<file path="src/rtl/core/tsr_pkg.sv">
`timescale 1ns / 1ps
// ----------------------------------------------------------------------------
// tsr_pkg
// Shared constants and types of the triangle span rasterizer.
// ----------------------------------------------------------------------------
package tsr_pkg;

  localparam int SCREEN_WIDTH  = 128;
  localparam int SCREEN_HEIGHT = 64;

  localparam int ROW_W   = 6;   // row field width
  localparam int COL_W   = 8;   // column field width
  localparam int COLOR_W = 32;
  localparam int SLOPE_W = 33;  // signed Q16.16 slope
  localparam int OPB_W   = 18;  // signed dy or row-centre offset
  localparam int RES_W   = 49;  // signed result of the iterative unit
  localparam int XQ_W    = 52;  // signed edge x, unit 2^-20 pixel
  localparam int FRAC_Q  = 20;  // fractional bits of the edge x

  typedef enum logic {
    OP_DIV = 1'b0,
    OP_MUL = 1'b1
  } op_t;

  typedef struct packed {
    logic start;
    op_t  op;
  } iter_ctl_t;

endpackage

</file>
<file path="src/rtl/core/tsr_iter.sv">
`timescale 1ns / 1ps
// ----------------------------------------------------------------------------
// tsr_iter
// Shared serial unit: one bit per cycle restoring divide or shift-add multiply.
// ----------------------------------------------------------------------------
module tsr_iter (
  input  logic                               clk,
  input  logic                               rst,
  input  tsr_pkg::iter_ctl_t                 ctl,
  input  logic signed [tsr_pkg::SLOPE_W-1:0] opa,   // dx or slope
  input  logic signed [tsr_pkg::OPB_W-1:0]   opb,   // dy or row offset
  output logic signed [tsr_pkg::RES_W-1:0]   res,
  output logic                               done
);

  typedef enum logic [1:0] {U_IDLE, U_RUN, U_FIN} ustate_t;

  ustate_t     state;
  tsr_pkg::op_t op;
  logic [5:0]  cnt;
  logic [31:0] sh;
  logic [16:0] rem;
  logic [16:0] mb;
  logic [31:0] ma;
  logic [47:0] acc;
  logic        neg;
  logic        zero;

  logic [31:0] mag_a;
  logic [16:0] mag_b;
  logic [18:0] trial;
  logic        ge;

  always_comb begin
    mag_a = opa[tsr_pkg::SLOPE_W-1] ? 32'(-opa) : opa[31:0];
    mag_b = opb[tsr_pkg::OPB_W-1] ? 17'(-opb) : opb[16:0];
    trial = {1'b0, rem, sh[31]} - {2'b0, mb};
    ge    = !trial[18];
  end

  always_ff @(posedge clk) begin
    if (rst) begin
      state <= U_IDLE;
      done  <= 1'b0;
    end else begin
      done <= 1'b0;
      case (state)
        U_IDLE: begin
          if (ctl.start) begin
            op   <= ctl.op;
            neg  <= opa[tsr_pkg::SLOPE_W-1] ^ opb[tsr_pkg::OPB_W-1];
            zero <= (opb == '0);
            acc  <= '0;
            rem  <= '0;
            ma   <= mag_a;
            mb   <= mag_b;
            if (ctl.op == tsr_pkg::OP_DIV) begin
              sh  <= {mag_a[15:0], 16'b0};
              cnt <= 6'd32;
            end else begin
              sh  <= {mag_b, 15'b0};
              cnt <= 6'd17;
            end
            state <= U_RUN;
          end
        end
        U_RUN: begin
          if (op == tsr_pkg::OP_DIV) begin
            acc <= {acc[46:0], ge};
            rem <= ge ? trial[16:0] : {rem[15:0], sh[31]};
          end else begin
            acc <= {acc[46:0], 1'b0} + (sh[31] ? {16'b0, ma} : 48'b0);
          end
          sh  <= {sh[30:0], 1'b0};
          cnt <= cnt - 6'd1;
          if (cnt == 6'd1) state <= U_FIN;
        end
        U_FIN: begin
          if (op == tsr_pkg::OP_DIV && zero) res <= '0;
          else res <= neg ? -$signed({1'b0, acc}) : $signed({1'b0, acc});
          done  <= 1'b1;
          state <= U_IDLE;
        end
        default: state <= U_IDLE;
      endcase
    end
  end

endmodule

</file>
<file path="src/rtl/core/tsr_span.sv">
`timescale 1ns / 1ps
// ----------------------------------------------------------------------------
// tsr_span
// Round both edge x values to columns, order them and clip to the screen.
// ----------------------------------------------------------------------------
module tsr_span (
  input  logic signed [tsr_pkg::XQ_W-1:0]  xa,
  input  logic signed [tsr_pkg::XQ_W-1:0]  xb,
  output logic        [tsr_pkg::COL_W-1:0] col_lo,
  output logic        [tsr_pkg::COL_W-1:0] col_hi
);

  localparam int XQ_W = tsr_pkg::XQ_W;
  localparam int CW = tsr_pkg::XQ_W - tsr_pkg::FRAC_Q;

  logic signed [tsr_pkg::XQ_W-1:0] ra, rb;
  logic signed [CW-1:0] ca, cb, lo, hi;

  function automatic logic [tsr_pkg::COL_W-1:0] clamp(input logic signed [CW-1:0] c);
    if (c < 0) return '0;
    if (c > CW'(tsr_pkg::SCREEN_WIDTH)) return tsr_pkg::COL_W'(tsr_pkg::SCREEN_WIDTH);
    return c[tsr_pkg::COL_W-1:0];
  endfunction

  always_comb begin
    // add one half pixel, then floor
    ra = xa + (XQ_W'(1) <<< (tsr_pkg::FRAC_Q - 1));
    rb = xb + (XQ_W'(1) <<< (tsr_pkg::FRAC_Q - 1));
    ca = ra[tsr_pkg::XQ_W-1:tsr_pkg::FRAC_Q];
    cb = rb[tsr_pkg::XQ_W-1:tsr_pkg::FRAC_Q];
    lo = (ca > cb) ? cb : ca;
    hi = (ca > cb) ? ca : cb;
    col_lo = clamp(lo);
    col_hi = clamp(hi);
  end

endmodule

</file>
<file path="src/rtl/core/triangle_span_rasterizer_core.sv">
`timescale 1ns / 1ps
// Sequence: the first span word follows slope divides S_DIV01, S_DIV02, S_DIV12, then edge-start
//   multiplies S_MUL_A, S_MUL_B on the shared unit; a lower half after an upper one redoes both.
// Throughput: one triangle at a time; s_tready is high only in idle.
// Reset: rst is synchronous, active high; clears the sequencer and the output valid.
// ----------------------------------------------------------------------------
// triangle_span_rasterizer_core
// Sorts a triangle by y, forms edge slopes and emits one span word per row.
// ----------------------------------------------------------------------------
module triangle_span_rasterizer_core (
  input  logic         clk,
  input  logic         rst,
  input  logic         s_tvalid,
  output logic         s_tready,
  // ax[15:0] ay[31:16] bx[47:32] by[63:48] cx[79:64] cy[95:80] fill_color[127:96]
  input  logic [127:0] s_tdata,
  output logic         m_tvalid,
  input  logic         m_tready,
  // row[5:0] span_start[13:6] span_end[21:14] span_color[53:22], zero pad [55:54]
  output logic [55:0]  m_tdata,
  output logic         m_tlast  // last_span
);

  localparam int ROW_W = tsr_pkg::ROW_W;
  localparam int XQ_W  = tsr_pkg::XQ_W;
  localparam int RY_W  = 13;  // width of a rounded vertex row

  typedef enum logic [2:0] {
    S_IDLE, S_DIV01, S_DIV02, S_DIV12, S_MUL_A, S_MUL_B, S_EMIT
  } state_t;

  state_t state;
  logic   pend;   // unit command issued, waiting for done
  logic   half;   // 0 upper half, 1 lower half

  logic signed [15:0] vx0, vy0, vx1, vy1, vx2, vy2;
  logic [tsr_pkg::COLOR_W-1:0] color;
  logic signed [tsr_pkg::SLOPE_W-1:0] s01, s02, s12;
  logic signed [XQ_W-1:0] xa, xb;
  logic [ROW_W-1:0] r;

  // sort network on the incoming word
  logic signed [15:0] ix [3];
  logic signed [15:0] iy [3];
  logic signed [15:0] tx, ty;

  always_comb begin
    tx = '0;
    ty = '0;
    ix[0] = s_tdata[15:0];  iy[0] = s_tdata[31:16];
    ix[1] = s_tdata[47:32]; iy[1] = s_tdata[63:48];
    ix[2] = s_tdata[79:64]; iy[2] = s_tdata[95:80];
    if (iy[1] < iy[0]) begin
      tx = ix[0]; ty = iy[0]; ix[0] = ix[1]; iy[0] = iy[1]; ix[1] = tx; iy[1] = ty;
    end
    if (iy[2] < iy[1]) begin
      tx = ix[1]; ty = iy[1]; ix[1] = ix[2]; iy[1] = iy[2]; ix[2] = tx; iy[2] = ty;
    end
    if (iy[2] < iy[0]) begin
      tx = ix[0]; ty = iy[0]; ix[0] = ix[2]; iy[0] = iy[2]; ix[2] = tx; iy[2] = ty;
    end
    if (iy[1] < iy[0]) begin
      tx = ix[0]; ty = iy[0]; ix[0] = ix[1]; iy[0] = iy[1]; ix[1] = tx; iy[1] = ty;
    end
  end

  // row ranges of both halves: round(y) = floor((y + 8) / 16)
  logic signed [16:0] y0r, y1r, y2r;
  logic signed [RY_W-1:0] ry0, ry1, ry2, u_first, u_stop, l_first, l_stop;
  logic up_ne, lo_ne;
  logic [ROW_W-1:0] first_row, last_row;

  always_comb begin
    y0r = 17'(vy0) + 17'sd8;
    y1r = 17'(vy1) + 17'sd8;
    y2r = 17'(vy2) + 17'sd8;
    ry0 = y0r[16:4];
    ry1 = y1r[16:4];
    ry2 = y2r[16:4];
    u_first = (ry0 < 0) ? '0 : ry0;
    u_stop  = (ry1 > RY_W'(tsr_pkg::SCREEN_HEIGHT)) ? RY_W'(tsr_pkg::SCREEN_HEIGHT) : ry1;
    l_first = (ry1 < 0) ? '0 : ry1;
    l_stop  = (ry2 > RY_W'(tsr_pkg::SCREEN_HEIGHT)) ? RY_W'(tsr_pkg::SCREEN_HEIGHT) : ry2;
    up_ne   = u_first < u_stop;
    lo_ne   = l_first < l_stop;
    first_row = half ? l_first[ROW_W-1:0] : u_first[ROW_W-1:0];
    last_row  = half ? 6'(l_stop - 1) : 6'(u_stop - 1);
  end

  // operands of the shared unit
  tsr_pkg::iter_ctl_t ctl;
  logic signed [tsr_pkg::SLOPE_W-1:0] opa;
  logic signed [tsr_pkg::OPB_W-1:0]   opb;
  logic signed [tsr_pkg::RES_W-1:0]   res;
  logic done;
  logic signed [15:0] xs, ys;

  always_comb begin
    xs = (state == S_MUL_A && half) ? vx1 : vx0;
    ys = (state == S_MUL_A && half) ? vy1 : vy0;
    ctl.start = 1'b0;
    ctl.op    = tsr_pkg::OP_DIV;
    opa = '0;
    opb = '0;
    case (state)
      S_DIV01: begin
        opa = 33'(18'(vx1) - 18'(vx0)); opb = 18'(vy1) - 18'(vy0);
      end
      S_DIV02: begin
        opa = 33'(18'(vx2) - 18'(vx0)); opb = 18'(vy2) - 18'(vy0);
      end
      S_DIV12: begin
        opa = 33'(18'(vx2) - 18'(vx1)); opb = 18'(vy2) - 18'(vy1);
      end
      S_MUL_A, S_MUL_B: begin
        ctl.op = tsr_pkg::OP_MUL;
        opa = (state == S_MUL_A) ? (half ? s12 : s01) : s02;
        // row centre minus start y, 1/16 pixel
        opb = $signed({8'b0, first_row, 4'b1000}) - 18'(ys);
      end
      default: ;
    endcase
    if (state != S_IDLE && state != S_EMIT && !pend) ctl.start = 1'b1;
  end

  tsr_iter u_iter (
    .clk (clk),
    .rst (rst),
    .ctl (ctl),
    .opa (opa),
    .opb (opb),
    .res (res),
    .done(done)
  );

  logic signed [XQ_W-1:0] x_new;
  assign x_new = $signed({{(XQ_W-32){xs[15]}}, xs, 16'b0}) + XQ_W'(res);

  logic [tsr_pkg::COL_W-1:0] col_lo, col_hi;

  tsr_span u_span (
    .xa    (xa),
    .xb    (xb),
    .col_lo(col_lo),
    .col_hi(col_hi)
  );

  logic out_free;
  logic is_last;
  assign out_free = !m_tvalid || m_tready;
  assign is_last  = (r == last_row) && (half || !lo_ne);
  assign s_tready = (state == S_IDLE);

  always_ff @(posedge clk) begin
    if (rst) begin
      state    <= S_IDLE;
      pend     <= 1'b0;
      half     <= 1'b0;
      m_tvalid <= 1'b0;
    end else begin
      // drop a taken word; in emit the valid is set below whenever the word is free
      if (m_tvalid && m_tready && state != S_EMIT) m_tvalid <= 1'b0;
      if (ctl.start) pend <= 1'b1;
      case (state)
        S_IDLE: begin
          if (s_tvalid) begin
            vx0 <= ix[0]; vy0 <= iy[0];
            vx1 <= ix[1]; vy1 <= iy[1];
            vx2 <= ix[2]; vy2 <= iy[2];
            color <= s_tdata[127:96];
            half  <= 1'b0;
            state <= S_DIV01;
          end
        end
        S_DIV01: begin
          if (done) begin
            s01 <= res[tsr_pkg::SLOPE_W-1:0]; pend <= 1'b0; state <= S_DIV02;
          end
        end
        S_DIV02: begin
          if (done) begin
            s02 <= res[tsr_pkg::SLOPE_W-1:0]; pend <= 1'b0; state <= S_DIV12;
          end
        end
        S_DIV12: begin
          if (done) begin
            s12  <= res[tsr_pkg::SLOPE_W-1:0];
            pend <= 1'b0;
            if (up_ne) begin
              half <= 1'b0; state <= S_MUL_A;
            end else if (lo_ne) begin
              half <= 1'b1; state <= S_MUL_A;
            end else begin
              state <= S_IDLE;  // degenerate: no spans
            end
          end
        end
        S_MUL_A: begin
          if (done) begin
            xa <= x_new; pend <= 1'b0; state <= S_MUL_B;
          end
        end
        S_MUL_B: begin
          if (done) begin
            xb <= x_new; pend <= 1'b0; r <= first_row; state <= S_EMIT;
          end
        end
        S_EMIT: begin
          if (out_free) begin
            m_tvalid <= 1'b1;
            m_tdata  <= {2'b0, color, col_hi, col_lo, r};
            m_tlast  <= is_last;
            // advance both edges by one row: 16 * slope
            xa <= xa + (XQ_W'(half ? s12 : s01) <<< 4);
            xb <= xb + (XQ_W'(s02) <<< 4);
            r  <= r + 1'b1;
            if (r == last_row) begin
              if (!half && lo_ne) begin
                half <= 1'b1; state <= S_MUL_A;
              end else begin
                state <= S_IDLE;
              end
            end
          end
        end
        default: state <= S_IDLE;
      endcase
    end
  end

endmodule

</file>
<file path="config.mk">
export PLATFORM = sky130hd
export DESIGN_NAME = triangle_span_rasterizer_core
export DESIGN_NICKNAME = d
export VERILOG_FILES = /design/src/rtl/core/tsr_pkg.sv /design/src/rtl/core/tsr_iter.sv /design/src/rtl/core/tsr_span.sv /design/src/rtl/core/triangle_span_rasterizer_core.sv
export SDC_FILE = /design/constraint.sdc
export NUM_CORES = 2
export LEC_CHECK = 0
export ABC_CLOCK_PERIOD_IN_PS = 37000
export BUFFER_PORTS_ARGS = -buffer_cell sky130_fd_sc_hd__buf_2
export CAP_MARGIN = 30
export CORE_MARGIN = 1.5
export CORE_UTILIZATION = 65
export CTS_CLUSTER_SIZE = 25
export DETAILED_ROUTE_END_ITERATION = 8
export GPL_TIMING_DRIVEN = 0
export HOLD_SLACK_MARGIN = 0.08
export PLACE_DENSITY = 0.83
export SLEW_MARGIN = 10
export SYNTH_ARGS = -nofsm -noshare
export SYNTH_HDL_FRONTEND = slang
export SYNTH_SLANG_ARGS = --single-unit
</file>
<file path="constraint.sdc">
create_clock -name clk -period 37 [get_ports clk]
set_input_delay 7.4 -clock clk [delete_from_list [all_inputs] [get_ports clk]]
set_output_delay 7.4 -clock clk [all_outputs]
set_load 0.02 [all_outputs]
</file>
# After elaboration in Yosys (flattened, before gate mapping)
# Cells that the tools add are included.
[classes]
magnitude_cmp = 15
eq_ne = 24
reduce_logical = 40
muxes = 96
add_sub_neg = 24
bitwise = 4
[ops]
columns = ["operator", "n"]
rows = [
  ["32-bit two-way mux", 12],
  ["52-bit case mux with 2 select lines", 2],
  ["48-bit two-way mux", 4],
  ["52-bit two-way mux", 3],
  ["33-bit case mux with 4 select lines", 1],
  ["52-bit by 21-bit adder with 52-bit output (second input constant)", 2],
  ["16-bit by 16-bit subtractor with 17-bit output", 6],
  ["16-bit two-way mux", 6],
  ["48-bit case mux with 2 select lines", 1],
  ["18-bit case mux with 4 select lines", 1],
  ["17-bit two-way mux", 4],
  ["33-bit two-way mux", 2],
  ["32-bit by 9-bit > comparator with 1-bit output (second input constant)", 2],
  ["16-bit < comparator", 4],
  ["32-bit by 1-bit < comparator with 1-bit output (second input constant)", 2],
  ["8-bit two-way mux", 8],
  ["32-bit case mux with 2 select lines", 1],
  ["52-bit by 37-bit adder with 52-bit output", 1],
  ["52-bit adder", 1],
  ["13-bit two-way mux", 4],
  ["16-bit by 5-bit adder with 17-bit output (second input constant)", 3],
  ["32-bit by 49-bit adder with 50-bit output", 1],
  ["48-bit negator with 49-bit output", 1],
  ["48-bit adder", 1],
  ["47 further kinds", 130],
]
[word_totals]
word_cells = 235
output_inout_bits = 59
regBits = 605

# Depth between registers and ports, before layout
[depth]
word_depth = 11
mapped_depth = 54
depth_no_buf = 47

# Cells and area by module
# From an unflattened synthesis, not the netlist that was laid out.
[unflattened]
hier_cells = 4849
area_unflattened_um2 = 46158.0
[by_module_without_submodules]
columns = ["module", "cells_each", "area_per_inst_um2", "n_inst", "seq_area_each_um2"]
rows = [
  ["triangle_span_rasterizer_core", 3208, 30908.4, 1, 11891.4],
  ["tsr_iter", 1227, 12374.4, 1, 5735.5],
  ["tsr_span", 414, 2875.3, 1, 0.0],
]

# Worst setup path before layout
# No wires, ideal clock.
[synth_path]
kind = "input to register"
start = "input rst"
end = "register color[0] in the netlist's numbering, enable pin"
n_path_buf = 1
required_ps = 36198
slack_ps = 19269
stages = 2
t_arrival_ps = 16929
setup_ps = 802
path_cell_list = "clkbuf_1 -> nor3b_1"
[synth_via]
elab_chain_len = 2
[synth_rtl]
columns = ["item", "line_no", "rtl"]
rows = [
  ["start, declared", "triangle_span_rasterizer_core.sv:12", "input logic rst,"],
  ["1-bit inverter (no source line)", "--", ""],
  ["3-bit AND reduction (no source line)", "--", ""],
  ["end signal, assigned", "triangle_span_rasterizer_core.sv:170", "color <= s_tdata[127:96];"],
  ["end, declared", "triangle_span_rasterizer_core.sv:37", "logic [tsr_pkg::COLOR_W-1:0] color;"],
]
# No other way between the ends.
# A chain may end at the register's enable or synchronous reset.

==> results.md <==
CTS:
- The buffer type at the clock tree root is sky130_fd_sc_hd__clkbuf_16.
- The number of clock sinks is 582.
- Buffers inserted to repair hold after CTS numbered 0.
- The clock slew at the register clock pins of the worst setup and hold paths is 60 ps.
- The number of gates resized after CTS was 0.
- The count of buffers added by post-CTS timing repair for setup is 0.
- In this run the number of H-tree levels came out at 3.
- The number of buffers between clock root and the deepest sink is 3.
- TritonCTS created 66 clock buffers.
- At the later pin of the worst-skew pair, clock insertion delay measures around 630 ps.
- The CTS tree is done.

STA:
- The fmax is ~52 MHz.
- The share of the clock period used by the worst path after layout is 0.516.
- The number of max-slew violations in the final report is 0.
- The final count of hold timing violations came to 0.
- The final-layout setup total negative slack is 0 ps.
- For the pin with the worst max-slew slack, the measured transition is roughly 1100 ps.
- The normalized max-slew margin is 0.297.
- Between clock sinks in the finished design, the worst skew comes to between 30 and 40 ps.
- Setup repair after global routing left no endpoint under its margin.
- The time the worst path needs with I/O delays and setup is approximately 19,000 ps.
- The final setup violation count is 0.
- The slack of the critical path is 17,920 ps.

Synthesis:
- The fraction of the yosys area taken by sequential cells is 0.384.
- The number of warnings issued by yosys is 0.
- Synthesis inferred 582 register bits.
- After synthesis, the mean cell area works out to between 9 and 10 um^2.
- In this run, synthesis inferred ~570 flip-flops with an integrated enable.
- For this run, asynchronously set or reset flops after synthesis account for 0.
- For this run, the leading register cell type out of synthesis is sky130_fd_sc_hd__edfxtp_1.
- Synthesis produced a netlist whose cell count is roughly 4,900.
- The number of distinct standard cells referenced by the synthesized netlist is 87.
- The post-synthesis instance area is roughly 0.045 mm^2.

Critical path:
- The maximum cell stage delay along the critical path is 590 ps.
- Among all stages on the critical path, the largest delay is contributed by sky130_fd_sc_hd__a2111oi_0.
- STA classifies the critical path startpoint as an input pin.
- The worst setup slack for register-to-register paths is 28,110 ps.
- Along the worst path, the maximum fanout reaches 10.
- STA classifies the critical path endpoint as a flop.
- Data arrives at the worst endpoint at ~19,000 ps.
- The setup path with the least slack is of type input pin to flop.
- For the worst setup path, the data required time is between 30,000 and 40,000 ps.

Floorplanning:
- The die span in x is 267 um.
- The die span in y is between 200 and 300 um.
- The overall die area is approximately 0.071 mm^2.
- The starting density of the core is 0.658.
- The floorplan core area is approximately 0.07 mm^2.
- The total I/O pin count is ~190.
- The floorplan has 96 rows.

Detailed routing:
- The first-pass detailed-route iteration total is 6.
- After detailed routing, the average wire length per cell comes to ~22 um.
- The number of nets with antenna violations after routing is 0.
- The final layout contains routed wiring with a total length of 136,000 um.
- The number of remaining DRC errors is 0.
- The total number of vias is 39,572.
- The detailed router finished its first iteration with 3,856 violations.
- Using the TritonRoute via totals, the vias-per-cell ratio works out to 6.45.

Placement:
- During placement, the flow inserted port buffers numbering roughly 190.
- At the end of routability-driven placement, the weighted congestion stood at a little under 1.
- In this run the cell area measured after placement is around 0.048 mm^2.
- Once detailed placement completed, the half-perimeter wirelength came to between 100,000 and 150,000 um.
- The number of cells after detailed placement is 6,016.
- OpenSTA, run right after detailed placement, puts the worst setup slack at between 15,000 and 20,000 ps.

Finish:
- The filler cell count is slightly above 5,000.
- The area growth from synthesis to layout is 10.6%.
- The finished layout cell area is between 0.05 and 0.06 mm^2.
- Of the cells placed in the final design, the portion with a size suffix greater than 1 is 0.0898.
- For this run, the share of the core covered by cells in the final layout is 0.728.
- The final layout contains ~5,700 nets.
- The final cell count without fillers is 6,136.

Global routing:
- The initial antenna violation count came to 1.
- The number of global-route vias before repair is about 38,000.
- For this run the aggregate overflow at the end of global routing stands at 0.
- The total global-route track usage is 0.378.
- The global-route wire length before repair is between 200,000 and 250,000 um.
- The pin count of the biggest net entering global routing is 45.

Pwr:
- Dividing total power by cell area gives a power density of 54.0 mW/mm^2.
- The maximum resistive drop on vdd is ~0.05 mV.
- The analysis attributes to cell leakage a power of between 0.02 and 0.025 uW.

Flow run:
- The max-capacitance violation count is 0.

Hold path:
- The classification of the worst-slack hold path is flop to flop.

Outcome:
- The flow ran to the end, and the final reports show no timing, DRC or antenna violations.
worst max-delay path, delay by kind of cell:
family	cells	cell delay, ps
AOI/OAI and AO/OA	21	5420
buffers and inverters	12	3190
and+or+nand+nor	13	1650
adders and majority gates	4	1150
xor gates and xnor gates	1	460
muxes	1	170
cells in the mapped netlist (all sizes together) (14+ instances only):
master | number | share of area
nand4 | 54 | 0.0075
o211ai | 25 | 0.0041
mux2 | 48 | 0.012
xnor2 | 209 | 0.041
and4 | 15 | 0.0029
a211oi | 31 | 0.0051
nand2 | 372 | 0.031
buf | 41 | 0.0041
o21bai | 33 | 0.0055
nor2 | 512 | 0.042
or2 | 24 | 0.0033
ha | 386 | 0.11
a21oi | 367 | 0.041
a21boi | 21 | 0.0035
inv | 254 | 0.021
mux2i | 165 | 0.037
nand2b | 84 | 0.012
and3 | 40 | 0.0055
or3 | 57 | 0.0084
nand3 | 109 | 0.012
a2111oi | 14 | 0.0027
and2 | 60 | 0.0083
o221ai | 20 | 0.0039
a21o | 118 | 0.020
xor2 | 189 | 0.037
o21ai | 364 | 0.040
a211o | 15 | 0.0029
o21a | 55 | 0.0091
nor3 | 77 | 0.0085
clkbuf | 128 | 0.011
o22ai | 34 | 0.0047
nor4 | 19 | 0.0026
edfxtp | 573 | 0.38
or4 | 17 | 0.0033
a31oi | 42 | 0.0058
nor2b | 61 | 0.0084
o31ai | 33 | 0.0056
power by group:
part	leakage [uW]	internal (uW)	switching [uW]
registers	0.00533	824	42.6
clock network	0.00102	376	281
logic	0.0139	446	730
total	0.0202	1650	1050
layer usage:
metal | up-vias | GRT usage | routed length [um] | part of all wire
met4 | 2 | 0.242 | 9880 | 0.073
met2 | 1932 | 0.646 | 64600 | 0.48
met1 | 18656 | 0.438 | 50400 | 0.37
met5 | - | 0 | 8 | 0.000059
li1 | 18468 | - | - | -
met3 | 514 | 0.0678 | 10700 | 0.079
state kept, by name (all words and copies together), names as in the netlist, 2 cells and up:
register      count
m_tdata          54
u_iter.res       49
u_iter.acc       48
xa               48
xb               48
s01              33
s02              33
s12              33
color            32
u_iter.ma        32
u_iter.mb        17
u_iter.rem       17
u_iter.sh        17
vx0              16
vx1              16
vx2              16
vy0              16
vy1              16
vy2              16
r                 6
u_iter.cnt        6
state             3
u_iter.state      2
metrics by stage:
stage	power (uW)	hold slack, ps
2_1_floorplan	1700	400
3_3_place_gp	1980	400
3_5_place_dp	2010	405
4_1_cts	2670	418
5_1_grt	2830	421
6_report	2700	415
path summary, 6_finish.rpt:
kind | cells past startpoint | from | to
worst max-delay path | 52 | s_tdata[31] | vy0[12]
worst min-delay path | 0 | color[15] | m_tdata[37]
worst max register to register | 20 | half | u_iter.sh[29]
worst min register to register | 0 | color[15] | m_tdata[37]
final cells by class:
cell class                      count  area (um^2)  area share
Buffer                            169          667      0.0133
Antenna cell                        2         5.00    0.000100
Inverter                          254          956      0.0191
Multi-Input combinational cell   3849        26300       0.526
Timing Repair Buffer              233         1430      0.0287
Clock inverter                     42          407     0.00813
Clock buffer                       74         1700      0.0340
Sequential cell                   582        17400       0.348
Tap cell                          931         1160      0.0233
cell families after synthesis:
kind of cell               Yosys count  share of synthesized area
muxes                              213                     0.0485
xor gates and xnor gates           398                     0.0772
other                                1                  0.0000829
AOI/OAI and AO/OA                 1304                      0.180
and+or+nand+nor                   1536                      0.163
adders and majority gates          396                      0.111
buffers and inverters              423                     0.0358
DFF                                582                      0.384
cell usage in the layout, fill, tap and decap left out, types with 118 or more instances in the layout:
cell	n
sky130_fd_sc_hd__inv_1	251
sky130_fd_sc_hd__nor2_1	508
sky130_fd_sc_hd__buf_2	201
sky130_fd_sc_hd__ha_1	386
sky130_fd_sc_hd__xnor2_1	208
sky130_fd_sc_hd__clkbuf_1	134
sky130_fd_sc_hd__edfxtp_1	573
sky130_fd_sc_hd__o21ai_0	357
sky130_fd_sc_hd__a21o_1	118
sky130_fd_sc_hd__a21oi_1	365
sky130_fd_sc_hd__nand2_1	372
sky130_fd_sc_hd__mux2i_1	165
sky130_fd_sc_hd__xor2_1	189
(Power assumes the default switching activity.)
